<file path="src/rtl/hnem_pkg.sv">
package hnem_pkg;

  localparam int unsigned MaxColsDef   = 32;
  localparam int unsigned MaxRowsDef   = 1024;
  localparam int unsigned MaxColsLimit = 62;
  localparam int unsigned ColLimW      = 6;
  localparam int unsigned RowLimW      = 16;

  localparam int unsigned ChanW    = 8;
  localparam int unsigned ThrW     = 18;
  localparam int unsigned WeightW  = 16;
  localparam int unsigned WidthW   = 6;
  localparam int unsigned ColOutW  = 5;
  localparam int unsigned RowOutW  = 10;
  localparam int unsigned IdxW     = 3;
  localparam int unsigned CfgDataW = 18;
  localparam int unsigned ProdW    = ChanW + WeightW;
  localparam int unsigned SumW     = ProdW + 2;
  localparam int unsigned NbCount  = 4;

  localparam int unsigned QueueDepth = 4;
  localparam int unsigned CntW       = $clog2(QueueDepth + 1);

  localparam logic [ChanW-1:0]   ChanMax     = 8'd255;
  localparam logic [ChanW-1:0]   HueHalf     = ChanMax / 2;
  localparam logic [ThrW-1:0]    ThrReset    = 18'd10;
  localparam logic [WeightW-1:0] WeightReset = 16'd256;
  localparam logic [WidthW-1:0]  WidthReset  = 6'd32;

  typedef enum logic [IdxW-1:0] {
    REG_EDGE_THRESHOLD    = 3'd0,
    REG_HUE_WEIGHT        = 3'd1,
    REG_SATURATION_WEIGHT = 3'd2,
    REG_LIGHTNESS_WEIGHT  = 3'd3,
    REG_FRAME_WIDTH       = 3'd4
  } cfg_reg_e;

  typedef struct packed {
    logic [ChanW-1:0] light;
    logic [ChanW-1:0] sat;
    logic [ChanW-1:0] hue;
  } color_t;

  typedef struct packed {
    logic [ChanW-1:0] pix_hue;
    logic [ChanW-1:0] pix_sat;
    logic [ChanW-1:0] pix_light;
    logic             frame_end;
  } pix_t;

  typedef struct packed {
    logic               edge_flag;
    logic [ColOutW-1:0] out_col;
    logic [RowOutW-1:0] out_row;
    logic               run_last;
    logic               frame_done;
  } res_t;

  typedef struct packed {
    logic [IdxW-1:0]     cfg_index;
    logic [CfgDataW-1:0] cfg_data;
  } cfg_wr_t;

  typedef struct packed {
    logic [ThrW-1:0]    edge_threshold;
    logic [WeightW-1:0] hue_weight;
    logic [WeightW-1:0] saturation_weight;
    logic [WeightW-1:0] lightness_weight;
    logic [WidthW-1:0]  frame_width;
  } cfg_t;

  // One pixel's worth of flags to report: an optional run from the row above, then an
  // optional run of the current row starting at column zero.
  typedef struct packed {
    logic [MaxColsLimit-1:0] prev_flags;
    logic [MaxColsLimit-1:0] curr_flags;
    logic                    has_prev;
    logic                    has_curr;
    logic [ColLimW-1:0]      p_start;
    logic [ColLimW-1:0]      p_end;
    logic [ColLimW-1:0]      c_end;
    logic [RowLimW-1:0]      prow;
    logic [RowLimW-1:0]      row;
  } job_t;

endpackage

</file>
<file path="src/rtl/hnem_queue.sv">
module hnem_queue import hnem_pkg::*; (
  input  logic            clk_i,
  input  logic            rst_ni,
  input  logic            push_i,
  input  job_t            job_i,
  input  logic            pop_i,
  output job_t            head_o,
  output logic [CntW-1:0] count_o
);
  localparam int unsigned PtrW = $clog2(QueueDepth);

  job_t            slot_q [QueueDepth];
  logic [PtrW-1:0] wr_ptr_q;
  logic [PtrW-1:0] rd_ptr_q;
  logic [CntW-1:0] count_q;

  always_ff @(posedge clk_i or negedge rst_ni) begin
    if (!rst_ni) begin
      wr_ptr_q <= '0;
      rd_ptr_q <= '0;
      count_q  <= '0;
    end else begin
      if (push_i) begin
        wr_ptr_q <= wr_ptr_q + PtrW'(1);
      end
      if (pop_i) begin
        rd_ptr_q <= rd_ptr_q + PtrW'(1);
      end
      if (push_i && !pop_i) begin
        count_q <= count_q + CntW'(1);
      end else if (!push_i && pop_i) begin
        count_q <= count_q - CntW'(1);
      end
    end
  end

  always_ff @(posedge clk_i) begin
    if (push_i) begin
      slot_q[wr_ptr_q] <= job_i;
    end
  end

  assign head_o  = slot_q[rd_ptr_q];
  assign count_o = count_q;
endmodule

</file>
<file path="config.mk">
export PLATFORM = sky130hd
export DESIGN_NAME = hnem_queue
export DESIGN_NICKNAME = d
export VERILOG_FILES = /design/src/rtl/hnem_pkg.sv /design/src/rtl/hnem_queue.sv
export SDC_FILE = /design/constraint.sdc
export NUM_CORES = 1
export LEC_CHECK = 0
export ABC_AREA = 1
export BUFFER_PORTS_ARGS = -buffer_cell sky130_fd_sc_hd__buf_2
export CELL_PAD_IN_SITES_DETAIL_PLACEMENT = 0
export CELL_PAD_IN_SITES_GLOBAL_PLACEMENT = 2
export CORE_ASPECT_RATIO = 0.75
export CORE_MARGIN = 2
export CORE_UTILIZATION = 35
export DETAILED_ROUTE_END_ITERATION = 8
export PLACE_DENSITY_LB_ADDON = 0.1
export SETUP_SLACK_MARGIN = 0.15
export SKIP_LAST_GASP = 1
export SYNTH_ARGS = -nofsm -noshare
export SYNTH_HDL_FRONTEND = slang
export SYNTH_SLANG_ARGS = --single-unit
</file>
<file path="constraint.sdc">
create_clock -name clk_i -period 6.8 [get_ports clk_i]
set_input_delay 1.36 -clock clk_i [delete_from_list [all_inputs] [get_ports clk_i]]
set_output_delay 1.36 -clock clk_i [all_outputs]
set_load 0.005 [all_outputs]
</file>
**Word level (Yosys, flattened, before mapping)**

Memories as Yosys holds them, arrays and structs flattened.
Cells that the tools add are included.

- Add/subtract/negate cells: 4
- Muxes and demuxes: 4
- Reduce and logical (&&, ||, !) cells: 5

Operator list:

| operator | number |
|---|---|
| $mux W3 | 2 |
| $add A2 B1 Y2 const B | 2 |
| $add A3 B1 Y3 const B | 1 |
| $sub A3 B1 Y3 const B | 1 |
| $logic_and A1 B1 Y1 | 2 |
| $logic_not A1 Y1 | 2 |
| $mux W1 | 2 |
| $reduce_bool A2 Y1 | 1 |

- Register bits after elaboration: 7
- RAM bits: 704
- Input port bits: 180
- Output and inout bits: 179
- Word-level logic and storage cells: 17
- Memories kept: 1

Memories:

| memory | depth | width | rd ports | clocked after Yosys merged registers in | write ports | RTL line | source |
|---|---|---|---|---|---|---|---|
| slot_q | 4 | 176 | 1 | 0 | 1 | hnem_queue.sv:12 | `job_t slot_q [QueueDepth];` |

**Logic depth before layout (Yosys ltp)**

- Depth after elaboration: 4
- Depth in mapped cells: 9
- Depth with buffers taken out: 9

**Worst setup path before layout**

No wires, ideal clock.

- Path kind: input-to-reg
- Start point: input port push_i
- End point: memory slot_q[1][0] (netlist name), enable pin
- Library setup time: 529 ps
- Data arrival time: 5,052 ps
- Data required time: 6,271 ps
- Slack: 1,219 ps
- Stages: 3
- Buffers on the path: 1
- Path through: clkbuf_1 > nand2_1 > inv_1

- Word-level cells in the longest chain between the ends: 2

RTL lines:

| item | RTL line | source |
|---|---|---|
| start: declaration | hnem_queue.sv:4 | `input logic push_i,` |
| $mux W1 | hnem_queue.sv:38 | `if (push_i) begin` |
| $mux W1 (not written as such) | hnem_queue.sv:39 | `slot_q[wr_ptr_q] <= job_i;` |
| end: declaration | hnem_queue.sv:12 |  |

No other way between the ends.

==> results.cfg <==
[critical_path]
cp.required_ns = 5.44
critPathLaunchType = register
crit_end = head_o[109]
critical_path.max_fanout = 47
r2r-start = wr_ptr_q[0]
endpoint_kind = output port
rr_endpoint = slot_q[0][99]
rrSetupSlack_ns = 4.33
cp-startpoint = rd_ptr_q[1]
path_class = reg -> out
rr_worst_depth = 5
crit_arrival_ns = 3.16

[drt]
wl_per_cell_um = 18.82
dr.pass1.iters = 5
routed_via_density = 4.572
drc = 0
antenna_left = 0
drt_iter0_markers = 772
vias = 16220
routed_wl_um = 66770

[grt]
grt_max_degree = 231
antenna_found_initial = 18
first_global_vias = 16230
grt_pass1_wl_um = 100500
grt_usage = 0.1591
gr-total-overflow = 0

[timing]
hold_viol_final = 0
worst_pin_slew_ns = 1.208
setup-tns-final_ns = 0
fmax_mhz = 221.1
fin_hold_ws_ns = 0.5148
slew_headroom = 0.1945
period_share = 0.6650
slew_viol_final = 0
rsz0062_at_grt = no
finClkSkew_ns = 0.009516
fin_crit_ns = 4.522
finalSetupViolCount = 0

[final_layout]
syn_to_final_growth_pct = 17.15
seq_area_um2 = 21320
n_fill_cell = 7517
fin_cells = 3547
fin_nets = 2618
multi_input_area_um2 = 4982
drive_above_1_share = 0.2068

[synth]
seq_area_frac_synth = 0.7497
synth_flop_cell = edfxtp_1
synth_warnings = 0
synthTopCellsByCount = edfxtp_1 (704), nand2_1 (541), inv_1 (363), o211ai_1 (317), buf_2 (59)
synth-seq-cells = 711
synth_top_cell_area_share = 0.7435
syn_area_per_cell_um2 = 13.54
synthArstFlopShare = 0.009845
synth_top_area_cell = edfxtp_1
yosysMostFrequentCell = edfxtp_1
synth_cells = 2100
synthTopCellsByArea = edfxtp_1 (74%), o211ai_1 (8.4%), nand2_1 (7.1%)
syn-cell-area_um2 = 28430
synth_edf_count = 704
ys_types = 18
synth_nets = 2286

[clock_network]
ctsResizeCount = 0
hold_buffers = 0
post_cts_buffers = 0
insertion_delay_ns = 0.61
clock-root-buffer = clkbuf_16
clock_sinks = 711
htree_levels = 3
cts_buffer_depth = 3
clkSlewWorstSetupHoldPaths_ns = 0.06
cts_tree = yes
cts_made_buffers = 75

[flow_run]
maxCapViolations = 0

[power_and_ir_drop]
ir_worst_vdd_v = 0.0003496
power.net_switching_mw = 4.943
power_mw = 14.41
seq_power_share = 0.415
p_comb_frac = 0.318
p_per_area_nw_per_um2 = 432.7
clockPowerShare = 0.268
p_int_mw = 9.470
swShare = 0.3429
power.leakage_nw = 13.13

[floorplanning]
die_y_um = 250.8
die_area_um2 = 83560
ios = 359
rows = 90
core_um2 = 80400
die_x_um = 333.1
initial_core_util = 0.3536

[placed_design]
dpl.hpwl_um = 39110
place.gp.congestion = 0.7279
portBuffers = 358
dp.cells = 3413

[outcome]
status = complete, no violations

[min_path]
min_path_type = reg -> reg
hold_path_depth = 2
min_from = count_o[2]
-- worst max-delay path, cell delays in order (launching register included) --
cell,delay [ns]
dfrtp_4,0.80
buf_4,0.61
buf_4,0.62
o211ai_1,0.20
nand2_1,0.12
buf_2,0.12
-- sequential cells by signal, summed over array words and instances (netlist names) --
signal and count:
count_o 3, rd_ptr_q 2, slot_q 704, wr_ptr_q 2
-- power groups by stage --
stage          clock network [mW]  logic (mW)  registers (mW)
2_1_floorplan                   0        2.96            6.09
3_3_place_gp                    0        4.76            6.06
3_5_place_dp                    0        4.76            6.08
4_1_cts                      3.99        4.76            5.99
5_1_grt                      4.15        5.19            6.05
6_report                     3.86        4.58            5.98
-- cells in the final DEF, fill, tap and decap left out --
master / instances
buf_12: 6
buf_2: 358
buf_4: 10
bufinv_16: 4
clkbuf_1: 17
clkbuf_16: 77
clkinv_1: 12
clkinv_2: 10
clkinv_8: 2
clkinvlp_4: 1
dfrtp_1: 5
dfrtp_4: 2
diode_2: 8
edfxtp_1: 704
fa_1: 1
ha_1: 5
inv_1: 359
inv_6: 4
inv_8: 4
nand2_1: 541
nand3_1: 1
nand4_1: 1
o211ai_1: 317
o211ai_2: 35
o21ai_0: 1
xnor2_1: 1
xor2_1: 3
-- per-layer routing --
layer	global-route usage	routed length, um	vias to the layer above	share of wire
li1	-	-	7996	-
met1	0.2004	28450	7774	0.43
met2	0.2658	32730	296	0.49
met4	0.05365	1761	20	0.026
met3	0.04258	3723	130	0.056
met5	0	113	-	0.0017
-- worst min path at each step --
stage	end	slack, ns
global route	count_o[2]	0.56
global placement	count_o[2]	0.49
finish	count_o[2]	0.51
floorplan	count_o[2]	0.48
detailed placement	count_o[2]	0.50
CTS	count_o[2]	0.52
-- stage by stage --
| step | worst slack (ns) | util | area, um2 |
|---|---|---|---|
| 2_1_floorplan | 1.219 | - | 28430 |
| 3_3_place_gp | 2.842 | 0.3858 | 31020 |
| 3_5_place_dp | 2.817 | 0.3858 | 31020 |
| 4_1_cts | 2.128 | 0.4140 | 33290 |
| 5_1_grt | 2.012 | 0.4141 | 33300 |
| 6_report | 2.278 | 0.4143 | 33310 |
-- layout make-up --
class	instances	area share
Timing Repair Buffer	374	0.05965
Antenna cell	8	0.0006010
Clock buffer	94	0.05976
Inverter	364	0.04207
Tap cell	1058	0.03974
Clock inverter	32	0.008452
Multi-Input combinational cell	906	0.1496
Sequential cell	711	0.6401
-- cells by family after synthesis --
group           share of synthesized area
compound gates                    0.09928
xor+xnor                         0.001232
fa+ha+maj                        0.002904
buf+inv                           0.07507
flops                              0.7497
simple gates                      0.07182
No activity file was read; power rests on OpenSTA's default activity.
