### config.mk
export PLATFORM = sky130hd
export DESIGN_NAME = hnem_back_flat
export DESIGN_NICKNAME = d
export VERILOG_FILES = /design/src/rtl/hnem_pkg.sv /design/src/rtl/hnem_stream_if.sv /design/src/rtl/hnem_back.sv /design/src/flat_wrapper.sv
export SDC_FILE = /design/constraint.sdc
export NUM_CORES = 1
export LEC_CHECK = 0
export ABC_AREA = 1
export BUFFER_PORTS_ARGS = -buffer_cell sky130_fd_sc_hd__buf_2
export CORE_AREA = 2 2 71 73
export DETAILED_ROUTE_END_ITERATION = 6
export DIE_AREA = 0 0 73 75
export GPL_ROUTABILITY_DRIVEN = 0
export PLACE_DENSITY = 0.68
export SLEW_MARGIN = 20
export SYNTH_ARGS = -nofsm -noshare
export SYNTH_HDL_FRONTEND = slang
export SYNTH_SLANG_ARGS = --single-unit
### constraint.sdc
create_clock -name clk_i -period 1.7 [get_ports clk_i]
set_input_delay 0.34 -clock clk_i [delete_from_list [all_inputs] [get_ports clk_i]]
set_output_delay 0.34 -clock clk_i [all_outputs]
set_load 0.03 [all_outputs]
### src/rtl/hnem_pkg.sv
package hnem_pkg;

  localparam int unsigned MaxColsDef   = 32;
  localparam int unsigned MaxRowsDef   = 1024;
  localparam int unsigned MaxColsLimit = 62;
  localparam int unsigned ColLimW      = 6;
  localparam int unsigned RowLimW      = 16;

  localparam int unsigned ChanW    = 8;
  localparam int unsigned ThrW     = 18;
  localparam int unsigned WeightW  = 16;
  localparam int unsigned WidthW   = 6;
  localparam int unsigned ColOutW  = 5;
  localparam int unsigned RowOutW  = 10;
  localparam int unsigned IdxW     = 3;
  localparam int unsigned CfgDataW = 18;
  localparam int unsigned ProdW    = ChanW + WeightW;
  localparam int unsigned SumW     = ProdW + 2;
  localparam int unsigned NbCount  = 4;

  localparam int unsigned QueueDepth = 4;
  localparam int unsigned CntW       = $clog2(QueueDepth + 1);

  localparam logic [ChanW-1:0]   ChanMax     = 8'd255;
  localparam logic [ChanW-1:0]   HueHalf     = ChanMax / 2;
  localparam logic [ThrW-1:0]    ThrReset    = 18'd10;
  localparam logic [WeightW-1:0] WeightReset = 16'd256;
  localparam logic [WidthW-1:0]  WidthReset  = 6'd32;

  typedef enum logic [IdxW-1:0] {
    REG_EDGE_THRESHOLD    = 3'd0,
    REG_HUE_WEIGHT        = 3'd1,
    REG_SATURATION_WEIGHT = 3'd2,
    REG_LIGHTNESS_WEIGHT  = 3'd3,
    REG_FRAME_WIDTH       = 3'd4
  } cfg_reg_e;

  typedef struct packed {
    logic [ChanW-1:0] light;
    logic [ChanW-1:0] sat;
    logic [ChanW-1:0] hue;
  } color_t;

  typedef struct packed {
    logic [ChanW-1:0] pix_hue;
    logic [ChanW-1:0] pix_sat;
    logic [ChanW-1:0] pix_light;
    logic             frame_end;
  } pix_t;

  typedef struct packed {
    logic               edge_flag;
    logic [ColOutW-1:0] out_col;
    logic [RowOutW-1:0] out_row;
    logic               run_last;
    logic               frame_done;
  } res_t;

  typedef struct packed {
    logic [IdxW-1:0]     cfg_index;
    logic [CfgDataW-1:0] cfg_data;
  } cfg_wr_t;

  typedef struct packed {
    logic [ThrW-1:0]    edge_threshold;
    logic [WeightW-1:0] hue_weight;
    logic [WeightW-1:0] saturation_weight;
    logic [WeightW-1:0] lightness_weight;
    logic [WidthW-1:0]  frame_width;
  } cfg_t;

  // One pixel's worth of flags to report: an optional run from the row above, then an
  // optional run of the current row starting at column zero.
  typedef struct packed {
    logic [MaxColsLimit-1:0] prev_flags;
    logic [MaxColsLimit-1:0] curr_flags;
    logic                    has_prev;
    logic                    has_curr;
    logic [ColLimW-1:0]      p_start;
    logic [ColLimW-1:0]      p_end;
    logic [ColLimW-1:0]      c_end;
    logic [RowLimW-1:0]      prow;
    logic [RowLimW-1:0]      row;
  } job_t;

endpackage

### src/rtl/hnem_stream_if.sv
interface hnem_stream_if #(
  parameter type payload_t = logic
);
  logic     valid;
  logic     ready;
  payload_t data;

  modport source (output valid, output data, input ready);
  modport sink (input valid, input data, output ready);
endinterface

### src/rtl/hnem_back.sv
module hnem_back import hnem_pkg::*; #(
  parameter int unsigned MAX_COLS = MaxColsDef
) (
  input  logic            clk_i,
  input  logic            rst_ni,
  input  job_t            head_i,
  input  logic [CntW-1:0] q_count_i,
  output logic            pop_o,
  hnem_stream_if.source   res_o
);
  localparam int unsigned ColW = $clog2(MAX_COLS);

  typedef enum logic {
    SEG_PREV,
    SEG_CURR
  } seg_e;

  logic            active_q;
  seg_e            seg_q;
  logic [ColW-1:0] k_q;
  logic            out_v_q;
  res_t            out_q;

  seg_e            seg;
  logic [ColW-1:0] k;
  logic [ColW-1:0] seg_end;
  logic [MAX_COLS-1:0] prev_flags;
  logic [MAX_COLS-1:0] curr_flags;
  logic            seg_last;
  logic            job_last;
  logic            load;

  always_comb begin
    prev_flags = head_i.prev_flags[MAX_COLS-1:0];
    curr_flags = head_i.curr_flags[MAX_COLS-1:0];
    if (active_q) begin
      seg = seg_q;
      k   = k_q;
    end else if (head_i.has_prev) begin
      seg = SEG_PREV;
      k   = ColW'(head_i.p_start);
    end else begin
      seg = SEG_CURR;
      k   = '0;
    end
    seg_end  = (seg == SEG_PREV) ? ColW'(head_i.p_end) : ColW'(head_i.c_end);
    seg_last = (k == seg_end);
    job_last = seg_last && ((seg == SEG_CURR) || !head_i.has_curr);
    load     = (q_count_i != '0) && (!out_v_q || res_o.ready);
  end

  assign pop_o = load && job_last;

  always_ff @(posedge clk_i or negedge rst_ni) begin
    if (!rst_ni) begin
      active_q <= 1'b0;
      seg_q    <= SEG_PREV;
      k_q      <= '0;
      out_v_q  <= 1'b0;
      out_q    <= '0;
    end else begin
      if (load) begin
        out_v_q          <= 1'b1;
        out_q.edge_flag  <= (seg == SEG_PREV) ? prev_flags[k] : curr_flags[k];
        out_q.out_col    <= ColOutW'(k);
        out_q.out_row    <= RowOutW'((seg == SEG_PREV) ? head_i.prow : head_i.row);
        out_q.run_last   <= job_last;
        out_q.frame_done <= job_last && head_i.has_curr;
        if (job_last) begin
          active_q <= 1'b0;
        end else if (seg_last) begin
          active_q <= 1'b1;
          seg_q    <= SEG_CURR;
          k_q      <= '0;
        end else begin
          active_q <= 1'b1;
          seg_q    <= seg;
          k_q      <= k + ColW'(1);
        end
      end else if (res_o.ready) begin
        out_v_q <= 1'b0;
      end
    end
  end

  assign res_o.valid = out_v_q;
  assign res_o.data  = out_q;
endmodule

### src/flat_wrapper.sv
// flat-port wrapper written by rule: the top's interface ports become plain ports
module hnem_back_flat import hnem_pkg::*;
#(
  parameter int unsigned MAX_COLS = MaxColsDef
)
  (clk_i, rst_ni, head_i, q_count_i, pop_o, res_o_valid, res_o_data, res_o_ready);
  hnem_stream_if res_o_i ();
  input  logic clk_i;
  input  logic rst_ni;
  input  job_t head_i;
  input  logic [CntW-1:0] q_count_i;
  output logic pop_o;
  output wire logic [$bits(res_o_i.valid)-1:0] res_o_valid;
  output wire logic [$bits(res_o_i.data)-1:0] res_o_data;
  input wire logic [$bits(res_o_i.ready)-1:0] res_o_ready;
  assign res_o_valid = res_o_i.valid;
  assign res_o_data = res_o_i.data;
  assign res_o_i.ready = res_o_ready;
  hnem_back #(.MAX_COLS(MAX_COLS)) u_core (.clk_i(clk_i), .rst_ni(rst_ni), .head_i(head_i), .q_count_i(q_count_i), .pop_o(pop_o), .res_o(res_o_i));
endmodule
Word level (Yosys, flattened, before mapping)

Cells that the tools add are included.

Output and inout bits: 3
Logic and storage cells: 29
Bits in latches: 0
Bits in read-only memories: 0
RAM bits: 0
Register bits: 9
Input bits: 182
Memories: 0

Equal/unequal tests: 1
Multipliers: 0
Shift-type cells: 0
Order comparisons: 0
Mux-type cells: 10
Bitwise gates (word level): 1
Reduce and logical (&&, ||, !) cells: 11
Divide/modulo/power cells: 0
Add/subtract/negate cells: 1

Operators by type and width:

| cell                                                           | count |
|---|---|
| 5-bit 2-to-1 mux                                               | 4 |
| 1-bit 2-to-1 mux                                               | 6 |
| 5-bit by 1-bit adder with 5-bit output (second input constant) | 1 |
| 5-bit equality test                                            | 1 |
| 1-bit logical AND                                              | 4 |
| 3-bit nonzero test                                             | 1 |
| 1-bit logical NOT                                              | 2 |
| 1-bit logical OR                                               | 2 |
| 2-bit AND reduction                                            | 1 |
| 2-bit nonzero test                                             | 1 |
| 1-bit inverter                                                 | 1 |

Depth between registers and ports, before layout

Gate-level depths: netlist of the first run.

Depth after elaboration: 7
Depth in mapped cells: 14
Gate-level depth less buffers: 12

Worst setup path before layout of the first run

Ideal clock, no wire load.

Path kind: reg-to-output
Start point: reg u_core.active_q
End point: out pop_o
Slack: -0.304 ns
Arrival: 1.664 ns
Cell stages (with the launch flop): 10
Data required time: 1.360 ns
Buffers on the path: 2
Path through: dfrtp_1 > buf_6 > nand2_1 > buf_2 > nand3b_1 > nand3_1 > nand2_1 > nor2_2 > nand3_2 > nor2_1

Cells in the longest elaborated chain, start to end: 5
Elaborated cells on any way between the ends: 7
Classes of those cells: 1 x eq/ne; 3 x mux; 3 x reduce/logical

Ends and longest elaborated chain:

| what                   | RTL line           | text |
|---|---|---|
| from (decl)            | hnem_back.sv:18    | `logic active_q;` |
| from (signal assigned) | hnem_back.sv:56    | `active_q <= 1'b0;` |
| from (signal assigned) | hnem_back.sv:70    | `active_q <= 1'b0;` |
| from (signal assigned) | hnem_back.sv:72    | `active_q <= 1'b1;` |
| 1-bit 2-to-1 mux       | hnem_back.sv:36    | `if (active_q) begin` |
| 5-bit 2-to-1 mux       | hnem_back.sv:46    | `seg_end = (seg == SEG_PREV) ? ColW'(head_i.p_end) : ColW'(head_i.c_end);` |
| 5-bit equality test    | hnem_back.sv:47    | `seg_last = (k == seg_end);` |
| 1-bit logical AND (*)  | hnem_back.sv:48    | `job_last = seg_last && ((seg == SEG_CURR) \|\| !head_i.has_curr);` |
| 1-bit logical AND (*)  | hnem_back.sv:52    | `assign pop_o = load && job_last;` |
| to (decl)              | flat_wrapper.sv:12 | `output logic pop_o;` |

Mark *: on every way between the ends. The rest lies on a longest branch, timed or not.

Final worst setup path of the first run

Same ends and word-level chain as after synthesis.

==> run_results.csv, run 1 <==
group,metric,value,unit
drt,vias,1075,
die,initial_utilization,19.2,%
pwr,p_switching,917,uW
die,die-width,73,um
min_path,min_to,"u_core.res_o.valid$_DFFE_PN0P_",
cells_and_area,drive_gt1_share,47.1,%
yosys,yosysUniqueCellTypes,25,
die,fp.coreArea,0.00466,mm^2
sta,fmax,475,MHz
global_route,overflow,0,
sta,rsz0062_at_grt,"yes",
yosys,syn_area_per_cell,6.10,um^2
global_route,grt_pass1_vias,1053,
drt,antenna_left,0,
pwr,p_int,1190,uW
yosys,async_reset_ff_share,100,%
placed_design,place_area,0.00120,mm^2
clocking,cts_sinks,9,
global_route,track_usage,10.3,%
cells_and_area,syn_to_final_growth,66.4,%
die,die_area,0.00548,mm^2
pwr,leakage,0.000820,uW
critical_path,r2r_setup_slack,-0.29,ns
sta,hold_viol_final,0,
cells_and_area,final_cell_mix,"nand2_1, buf_4, buf_2, nand3_1, inv_1",
yosys,yosysSeqAreaShare,25.1,%
cells_and_area,final_util,32.0,%
pwr,power_frac_comb,71.3,%
sta,maxSlewViolCount,0,
sta,fin_skew,0.00368,ns
global_route,grt_max_degree,12,
drt,routed_via_density,4.17,
clocking,numCtsBuffers,3,
cells_and_area,num-fill-cells,487,
sta,setup_viol,9,
global_route,grtUsageMet3,3.61,%
status,status,"complete, but fails checks",
pwr,p_sw_share,43.4,%
cells_and_area,nets,388,
yosys,ys_warn_count,0,
sta,slew_headroom,84.1,%
drt,avgRoutedWirePerCell,9.96,um
critical_path,critPathCaptureType,"output pin",
sta,worstMarginPinSlew,0.237,ns
status,violations,"negative setup slack",
pwr,power.share.clock,12.1,%
critical_path,worstPathMaxFanout,6,
critical_path,cp_data_required_time,1.36,ns
drt,drt-total-wl,2570,um
yosys,synthFlopType,"dfrtp_1",
min_path,hp-start,"res_o_ready",
drt,drt_iter0_drc,45,
placed_design,dp_hpwl,1880,um
cells_and_area,fin_area,0.00149,mm^2
cells_and_area,layout_commonest_cell,"nand2_1",
critical_path,slowest_delay,0.46,ns
critical_path,cp_slowest_cell,"dfrtp_2",
clocking,tritoncts,"yes",
die,die_y,75,um
clocking,clockBufferDepth,2,
pwr,ir_worst_vdd,444,uV
min_path,min_path_type,"primary input to register",
critical_path,r2r-end,"u_core.seg_q$_DFFE_PN0P_",
placed_design,io_buffer_count,25,
clocking,clk_latency,0.23,ns
drt,dr.pass1.iters,4,
global_route,top_usage_layer,"met2",
yosys,synth_edf_count,0,
critical_path,crit-reg2reg-launch,"u_core.active_q$_DFFE_PN0P_",
sta,timing.final.crit_period,2.10,ns
yosys,synth_cells,147,
sta,finalWorstSetupSlack,-0.404,ns
min_path,hold_depth,2,
critical_path,cp-start-kind,"register",
flow_run,maxCapViolCount,0,
critical_path,cp.arrival,1.76,ns
critical_path,crit_chain,"inv_6, nand2_4, buf_6, nand3b_1, nand3_1, nand2_2, nand2_2, nor2_4, nand3_4, nor2_4, buf_6",
global_route,antenna_found_initial,0,
cells_and_area,antennaDiodeCount,0,
die,rows,25,
pwr,seqPwrFrac,16.6,%
drt,drc,0,
global_route,grt_pass1_wl,4310,um
pwr,p_per_area,1410,mW/mm^2
clocking,cts.htree.levels,1,
clocking,clkSlewWorstSetupHoldPaths,0.05,ns
yosys,ys_ff_latch,9,
critical_path,r2r.worst_path.cells,15,
clocking,cts-root-buf,"clkbuf_8",
critical_path,path_class,"register to output pin",
yosys,syn_nets,330,
global_route,globalRouteMet1Util,12.0,%
yosys,syn_area,897,um^2
critical_path,startpoint,"u_core.active_q$_DFFE_PN0P_",
sta,period_share,124,%
global_route,global_route.usage.met2,18.1,%
die,io_pins,185,
worst max-delay path by stage:
stage | to | slack [ns]
final | pop_o | -0.40
after global routing | pop_o | -0.50
after CTS | pop_o | -0.38
after detailed placement | pop_o | -0.32
after global placement | pop_o | -0.31
after floorplan | pop_o | -0.11
Yosys cell counts, types with 2 or more instances:
| cell | n | area share [%] |
|---|---|---|
| nand2_2 | 2 | 1.4 |
| inv_1 | 20 | 8.4 |
| dfrtp_1 | 9 | 25 |
| nand3b_1 | 3 | 2.5 |
| nand2_1 | 53 | 22 |
| o21ai_1 | 2 | 1.1 |
| xor2_1 | 2 | 2.0 |
| nand4_1 | 2 | 1.4 |
| nor2_1 | 7 | 2.9 |
| inv_2 | 2 | 0.84 |
| nand2_4 | 2 | 2.5 |
| nand3_1 | 29 | 16 |
| buf_6 | 2 | 2.5 |
what timing repair did:
action                                  CTS  global route
hold endpoints to repair                  9             0
pin swaps                                25             1
cloned                                    0             0
setup buffers                            15             1
endpoints found under the setup margin    8             9
gates resized for setup                  32             2
hold buffers                              1             0
cell type report:
cell class,instances,area [um^2],area share (%)
inverter,23,91.3,6.12
multi-input combinational,111,673,45.1
clock buffer,4,45.0,3.02
sequential,9,226,15.2
tap,54,67.6,4.53
timing repair buffer,57,389,26.1
kinds of logic (layout without fill, tap and decap cells):
| logic type | after synthesis | count (layout) | share of synthesized area, % |
|---|---|---|---|
| xor gates and xnor gates | 2 | 2 | 1.95 |
| and+or+nand+nor | 102 | 102 | 52.9 |
| DFF | 9 | 9 | 25.1 |
| AOI/OAI and AO/OA | 6 | 6 | 4.88 |
| buffers and inverters | 27 | 84 | 13.8 |
| adders and majority gates | 1 | 1 | 1.39 |
per-stage QoR:
stage	instances	setup TNS [ns]	setup slack, ns	power, uW	hold WS (ns)
after floorplan	147	-0.105	-0.105	1070	0.0444
after global placement	238	-0.879	-0.306	1370	0.201
after detailed placement	238	-1.03	-0.319	1390	0.208
after CTS	257	-0.867	-0.379	2060	0.290
after global routing	258	-2.00	-0.504	2300	0.311
final	258	-1.04	-0.404	2110	0.295
routing by layer:
metal | part of all wire (%) | up-vias
li1 | - | 580
met2 | 46 | 31
met4 | 0.70 | 0
met3 | 6.3 | 4
met5 | 0 | -
met1 | 47 | 460
power by group through the flow:
stage               Clock (uW)  Sequential, uW  Combinational, uW
floorplan                    0             334                741
global placement             0             342               1030
detailed placement           0             343               1040
CTS                        262             350               1450
global route               277             361               1660
finish                     254             351               1510
sequential cells by signal, summed over array words and instances, names as in the netlist:
register and flops:
u_core.active_q 1, u_core.seg_q 1, u_core.k_q 5, u_core.res_o.data 1
u_core.res_o.valid 1
worst max-delay path, delay by kind of cell (launching register included):
family	cells	cell delay (ns)
buf+inv	3	0.36
flops	1	0.46
simple gates	8	0.72
Power figures use the tool's default switching activity.
==> inputs of run 2 (changes only) <==
CELL_PAD_IN_SITES_DETAIL_PLACEMENT = 0   (was not set)
CELL_PAD_IN_SITES_GLOBAL_PLACEMENT = 2   (was not set)
CORE_AREA = not set   (was 2 2 71 73)
CORE_ASPECT_RATIO = 1.75   (was not set)
CORE_MARGIN = 2   (was not set)
CORE_UTILIZATION = 10   (was not set)
DIE_AREA = not set   (was 0 0 73 75)
PLACE_DENSITY = 0.95   (was 0.68)
SETUP_SLACK_MARGIN = 0.5   (was not set)
==> run 2 against run 1 <==
Compared with the run above: critical endpoint unchanged; count of clock-buffer cells in the layout unchanged; combinational power down 4%; worst setup slack worse by 0.030 ns; cell area up 7.5%; clock power up 64%; register-to-register slack worse by 0.12 ns; the run still ends with negative setup slack left; clock skew down 0.0020 ns; final cell count up 23%; first-iteration DRC count down 33%; fmax down 1.4%.
==> run_results.csv, run 2 (synthesis results as in run 1) <==
group,metric,value,unit
status,status,"complete, but fails checks",
status,violations,"negative setup slack",
pwr,power_frac_comb,65.0,%
drt,antenna_left,0,
flow_run,maxCapViolCount,0,
clocking,numCtsBuffers,3,
cells_and_area,largest-register,"u_core.k_q",
drt,drt-total-wl,2970,um
clocking,tritoncts,"yes",
sta,period_share,126,%
pwr,p_switching,932,uW
placed_design,dp_hpwl,2340,um
cells_and_area,antennaDiodeCount,0,
critical_path,slowest_delay,0.46,ns
cells_and_area,final_cell_mix,"nand2_1, buf_2, buf_4, nand3_1, inv_1",
drt,drt_iter0_drc,30,
sta,hold_viol_final,0,
cells_and_area,final_util,18.4,%
die,die-width,75.6,um
sta,fin_skew,0.00171,ns
global_route,grt_pass1_wl,4720,um
critical_path,r2r-end,"u_core.seg_q$_DFFE_PN0P_",
sta,worstMarginPinSlew,0.212,ns
pwr,leakage,0.000821,uW
min_path,min_path_type,"primary input to register",
global_route,antenna_found_initial,0,
drt,routed_via_density,3.43,
sta,fmax,469,MHz
global_route,overflow,0,
sta,setup_viol,9,
critical_path,critPathCaptureType,"output pin",
min_path,hp-start,"res_o_ready",
critical_path,cp_slowest_cell,"dfrtp_2",
critical_path,r2r.worst_path.cells,16,
die,die_area,0.00977,mm^2
sta,rsz0062_at_grt,"yes",
pwr,seqPwrFrac,16.3,%
min_path,min_to,"u_core.res_o.valid$_DFFE_PN0P_",
pwr,ir_worst_vdd,420,uV
global_route,track_usage,6.46,%
clocking,cts_sinks,9,
pwr,p_int,1290,uW
critical_path,cp-start-kind,"register",
pwr,p_per_area,1390,mW/mm^2
sta,timing.final.crit_period,2.13,ns
global_route,grt_pass1_vias,1105,
global_route,grt_max_degree,12,
drt,dr.pass1.iters,4,
critical_path,cp.arrival,1.79,ns
sta,maxSlewViolCount,0,
cells_and_area,largest_register_ffs,5,
drt,avgRoutedWirePerCell,9.35,um
clocking,clk_latency,0.23,ns
clocking,cts.htree.levels,1,
die,rows,45,
critical_path,r2r_setup_slack,-0.41,ns
drt,vias,1092,
cells_and_area,drive_gt1_share,47.8,%
critical_path,path_class,"register to output pin",
critical_path,worstPathMaxFanout,8,
clocking,clockBufferDepth,2,
pwr,p_sw_share,41.9,%
die,initial_utilization,10.3,%
drt,drc,0,
die,fp.coreArea,0.00873,mm^2
cells_and_area,layout_commonest_cell,"nand2_1",
cells_and_area,nets,385,
sta,slew_headroom,85.8,%
cells_and_area,syn_to_final_growth,78.9,%
min_path,hold_depth,2,
die,io_pins,185,
clocking,clkSlewWorstSetupHoldPaths,0.04,ns
pwr,power.share.clock,18.7,%
clocking,cts-root-buf,"clkbuf_16",
critical_path,crit_chain,"clkinv_4, nand2_8, buf_8, nand3b_1, nand3_1, nand2_2, nand2_2, nor2_4, nand3_4, nor2_4, buf_6",
placed_design,io_buffer_count,25,
placed_design,dp_slack,-0.371,ns
critical_path,cp_data_required_time,1.36,ns
die,die_y,129,um
sta,finalWorstSetupSlack,-0.434,ns
critical_path,crit-reg2reg-launch,"u_core.active_q$_DFFE_PN0P_",
==> run 2: cell types whose count changed in the layout (fill, tap and decap cells not counted), moves of 3 or more <==
cell,previous run,this run
nand2_4,5,2
nand2_8,0,3
clkbuf_16,0,3
buf_4,27,24
clkbuf_8,3,0
nand2_2,9,12
nand2_1,43,40
==> run 2: area by class of cell <==
class / count / area [um^2]
well taps: 117 / 146
clock buffers: 4 / 78.8
multi-input cells: 111 / 691
fillers: 982 / 7120
repair buffers: 54 / 370
flip-flops and latches: 9 / 228
inverters: 23 / 91.3
==> run 2: power by group through the flow <==
stage | clock network [uW] | registers [uW] | logic (uW)
6_report | 416 | 363 | 1450
5_1_grt | 448 | 372 | 1600
4_1_cts | 427 | 355 | 1310
3_5_place_dp | 0 | 346 | 1090
3_3_place_gp | 0 | 343 | 1060
2_1_floorplan | 0 | 335 | 744
==> run 2: critical path, delay by kind of cell (launching register included) <==
family,cells,cell delay [ns]
buffers and inverters,3,0.38
AND/OR/NAND/NOR,8,0.71
flip-flops,1,0.46
==> run 2: how the worst max path moves through the flow <==
stage	slack, ns	cells past startpoint	endpoint	start
2_1_floorplan	-0.11	11	pop_o	u_core.active_q$_DFFE_PN0P_
3_3_place_gp	-0.35	11	pop_o	u_core.active_q$_DFFE_PN0P_
3_5_place_dp	-0.37	11	pop_o	u_core.active_q$_DFFE_PN0P_
4_1_cts	-0.42	16	u_core.seg_q$_DFFE_PN0P_	u_core.active_q$_DFFE_PN0P_
5_1_grt	-0.54	11	pop_o	u_core.active_q$_DFFE_PN0P_
6_report	-0.43	11	pop_o	u_core.active_q$_DFFE_PN0P_
==> run 2: what timing repair did <==
item,in CTS,in global routing
hold buffers,1,0
setup buffers,10,0
setup endpoints to repair,9,9
endpoints found under the hold margin,9,0
gates resized for setup,18,20
pin swaps,11,5
==> run 2: per-layer routing <==
metal | wire length (um) | vias to the layer above | track usage (%)
met5 | 0 | - | 0
met4 | 44 | 0 | 2.37
met3 | 212 | 7 | 1.87
met2 | 1510 | 30 | 11.4
met1 | 1210 | 486 | 7.15
li1 | - | 569 | -
==> run 2: per-stage QoR <==
step | hold slack (ns) | instances | TNS, ns | cell area [um^2] | total power, uW
after global routing | 0.309 | 318 | -2.87 | 1610 | 2420
after detailed placement | 0.206 | 303 | -1.46 | 1300 | 1430
after global placement | 0.200 | 303 | -1.23 | 1300 | 1410
final | 0.293 | 318 | -1.97 | 1610 | 2230
after floorplan | 0.0444 | 147 | -0.105 | 936 | 1080
after CTS | 0.290 | 318 | -1.90 | 1520 | 2100
==> inputs of run 3 (changes only) <==
ABC_AREA = not set   (was 1)
clock period = 2.41 ns   (was 1.7 ns; I/O delays follow)
==> run 3 against run 2 <==
Compared with the run above: the flow still finishes with violations (negative setup slack); sequential share of layout area is 1.9 points higher; synthesized cell count is 39% lower; wire length is 2.8% lower; combinational power is 22% lower; hold slack worse by 0.19 ns; non-clock buffer count is 5 lower; sequential power is 28% lower; utilization is 0.21 points higher; power is 24% lower; count of clock-buffer cells in the layout stayed put; register-to-register slack better by 0.81 ns; worst setup slack better by 0.26 ns; largest cell class unchanged; highest routed layer unchanged.
==> run_results.csv, run 3 <==
group,metric,value,unit
critical_path,path_class,"register to output pin",
yosys,synth_top_area_cell,"dfrtp_1",
sta,tns,-0.178,ns
min_path,min_path_type,"primary input to async pin",
cells_and_area,final_cell_mix,"buf_2, buf_4, nand2_1, dfrtp_1",
clocking,numCtsBuffers,3,
clocking,cts.htree.levels,1,
pwr,power_frac_comb,67.1,%
global_route,overflow,0,
sta,hold_viol_final,0,
die,initial_utilization,10.4,%
yosys,yosysSeqAreaShare,28.7,%
global_route,track_usage,6.98,%
status,violations,"negative setup slack",
sta,maxSlewViolCount,0,
flow_run,maxCapViolCount,0,
sta,finalWorstSetupSlack,-0.178,ns
pwr,seqPwrFrac,15.6,%
cells_and_area,nets,324,
cells_and_area,layout_commonest_cell,"buf_2",
yosys,synthFlopType,"dfrtp_1",
clocking,clockBufferDepth,2,
drt,drc,0,
drt,drt-total-wl,2890,um
sta,rsz0062_at_grt,"yes",
cells_and_area,num-fill-cells,865,
sta,timing.final.crit_period,2.59,ns
sta,slew_headroom,72.0,%
cells_and_area,syn_to_final_growth,79.4,%
sta,fmax,386,MHz
pwr,p_int,1000,uW
yosys,yosysUniqueCellTypes,36,
pwr,p_per_area,1200,mW/mm^2
pwr,p_sw_share,40.6,%
clocking,clk_latency,0.24,ns
clocking,cts_sinks,9,
drt,vias,937,
die,fp.coreArea,0.00757,mm^2
critical_path,cp.arrival,2.11,ns
global_route,grt_max_degree,13,
yosys,syn_nets,273,
yosys,async_reset_ff_share,100,%
yosys,yosysTopAreaCellShare,28.7,%
yosys,synth_edf_count,0,
drt,drt_iter0_drc,23,
clocking,tritoncts,"yes",
cells_and_area,largest_register_ffs,5,
global_route,grt_pass1_wl,4590,um
pwr,power.share.clock,17.4,%
yosys,synth_cells,90,
critical_path,cp_data_required_time,1.93,ns
drt,antenna_left,0,
sta,worstMarginPinSlew,0.420,ns
status,status,"complete, but fails checks",
yosys,synthMostInstantiatedCell,"nand2_1",
cells_and_area,drive_gt1_share,56.4,%
global_route,grt_pass1_vias,956,
cells_and_area,largest-register,"u_core.k_q",
clocking,clkSlewWorstSetupHoldPaths,0.04,ns
placed_design,place_area,0.00116,mm^2
die,rows,42,
die,die_area,0.00860,mm^2
critical_path,critPathCaptureType,"output pin",
drt,avgRoutedWirePerCell,12.7,um
die,die_y,121,um
yosys,synthTopCellsByArea,"dfrtp_1, nand2_1, a221oi_1, a32oi_1, nand3_1",
yosys,syn_area,785,um^2
yosys,netlist_top_cells_count,"nand2_1, dfrtp_1, nand3_1, and3_1",
pwr,leakage,0.000596,uW
critical_path,cp-start-kind,"register",
clocking,ctsHoldBuffers,0,
pwr,p_switching,683,uW
drt,dr.pass1.iters,4,
cells_and_area,antennaDiodeCount,0,
yosys,ys_ff_latch,9,
critical_path,r2r.worst_path.cells,8,
cells_and_area,fin_area,0.00141,mm^2
sta,fin_skew,0.00295,ns
yosys,ys_warn_count,0,
sta,setup_viol,1,
global_route,antenna_found_initial,0,
placed_design,dp_hpwl,2010,um
sta,period_share,107,%
drt,routed_via_density,4.11,
die,io_pins,185,
die,die-width,71.0,um
critical_path,worstPathMaxFanout,8,
yosys,syn_area_per_cell,8.72,um^2
pwr,ir_worst_vdd,300,uV
placed_design,io_buffer_count,25,
clocking,cts-root-buf,"clkbuf_16",
==> run 3: cell count changes in the layout (fill, tap and decap cells not counted), moves of 4 or more <==
cell and delta:
and3_4 +4, a32oi_1 +4, nor2_1 -4, nand2_1 -30, inv_2 -4, nand3_1 -17
buf_4 -5, a221oi_2 +4, inv_1 -16, nand3_2 -5, o21ai_1 +4, nand2_2 -12
==> run 3: worst paths after layout <==
path,startpoint,endpoint,slack [ns]
min in group clk_i,q_count_i[2],u_core.res_o.valid$_DFFE_PN0P_,0.47
worst max-delay path,u_core.active_q$_DFFE_PN0P_,pop_o,-0.18
worst min-delay path,rst_ni,u_core.k_q[2]$_DFFE_PN0P_,0.1
worst min register to register,u_core.res_o.data$_DFFE_PN0P_,u_core.res_o.data$_DFFE_PN0P_,0.51
worst max register to register,u_core.active_q$_DFFE_PN0P_,u_core.k_q[1]$_DFFE_PN0P_,0.40
max in group asynchronous,rst_ni,u_core.active_q$_DFFE_PN0P_,2.11
==> run 3: repair_timing <==
item	4_1_cts	5_1_grt
setup buffers	5	0
gates resized for setup	21	5
pin swaps	7	6
setup endpoints to repair	9	9
cloned	1	0
==> run 3: metrics by stage <==
step | instances | power [uW] | worst slack, ns | hold WS, ns | utilization [%]
finish | 228 | 1680 | -0.178 | 0.0982 | 18.6
detailed placement | 218 | 1130 | -0.168 | 0.348 | 15.3
global route | 228 | 1800 | -0.262 | 0.104 | 18.6
floorplan | 90 | 801 | -0.0501 | 0.186 | -
CTS | 228 | 1640 | -0.160 | 0.0975 | 18.4
global placement | 218 | 1130 | -0.202 | 0.347 | 15.3
==> run 3: final cells by class <==
class / count / area, um^2 / area share, %
Clock buffer: 4 / 78.8 / 5.60
Multi-Input combinational cell: 76 / 654 / 46.5
Sequential cell: 9 / 226 / 16.1
Timing Repair Buffer: 49 / 330 / 23.5
Tap cell: 88 / 110 / 7.82
Inverter: 2 / 7.51 / 0.533
==> run 3: worst max-delay path, stage by stage, from the launching register on <==
cell	delay (ns)
dfrtp_2	0.48
nor2b_4	0.25
buf_6	0.13
a22oi_2	0.07
a21o_1	0.19
a22oi_2	0.23
and3_4	0.22
and3_4	0.18
buf_6	0.13
==> run 3: metal layers <==
layer / up-vias / track usage, % / wire [um]
li1: 453 / - / -
met5: - / 0 / 0
met4: 0 / 4.36 / 93
met3: 7 / 1.41 / 164
met2: 35 / 11.2 / 1420
met1: 442 / 8.43 / 1210
==> run 3: logic make-up (layout without fill, tap and decap cells) <==
family | count (synthesis) | count (layout) | synth area share (%)
xor+xnor | 4 | 4 | 4.47
mux | 1 | 1 | 1.28
fa+ha+maj | 1 | 1 | 1.59
compound gates | 34 | 34 | 32.9
simple gates | 35 | 36 | 26.3
flops | 9 | 9 | 28.7
buf+inv | 6 | 55 | 4.78
==> run 3: power groups by stage <==
stage | sequential, uW | clock [uW] | combinational [uW]
floorplan | 241 | 0 | 560
global placement | 251 | 0 | 874
detailed placement | 253 | 0 | 881
CTS | 259 | 300 | 1080
global route | 269 | 306 | 1220
finish | 262 | 292 | 1130
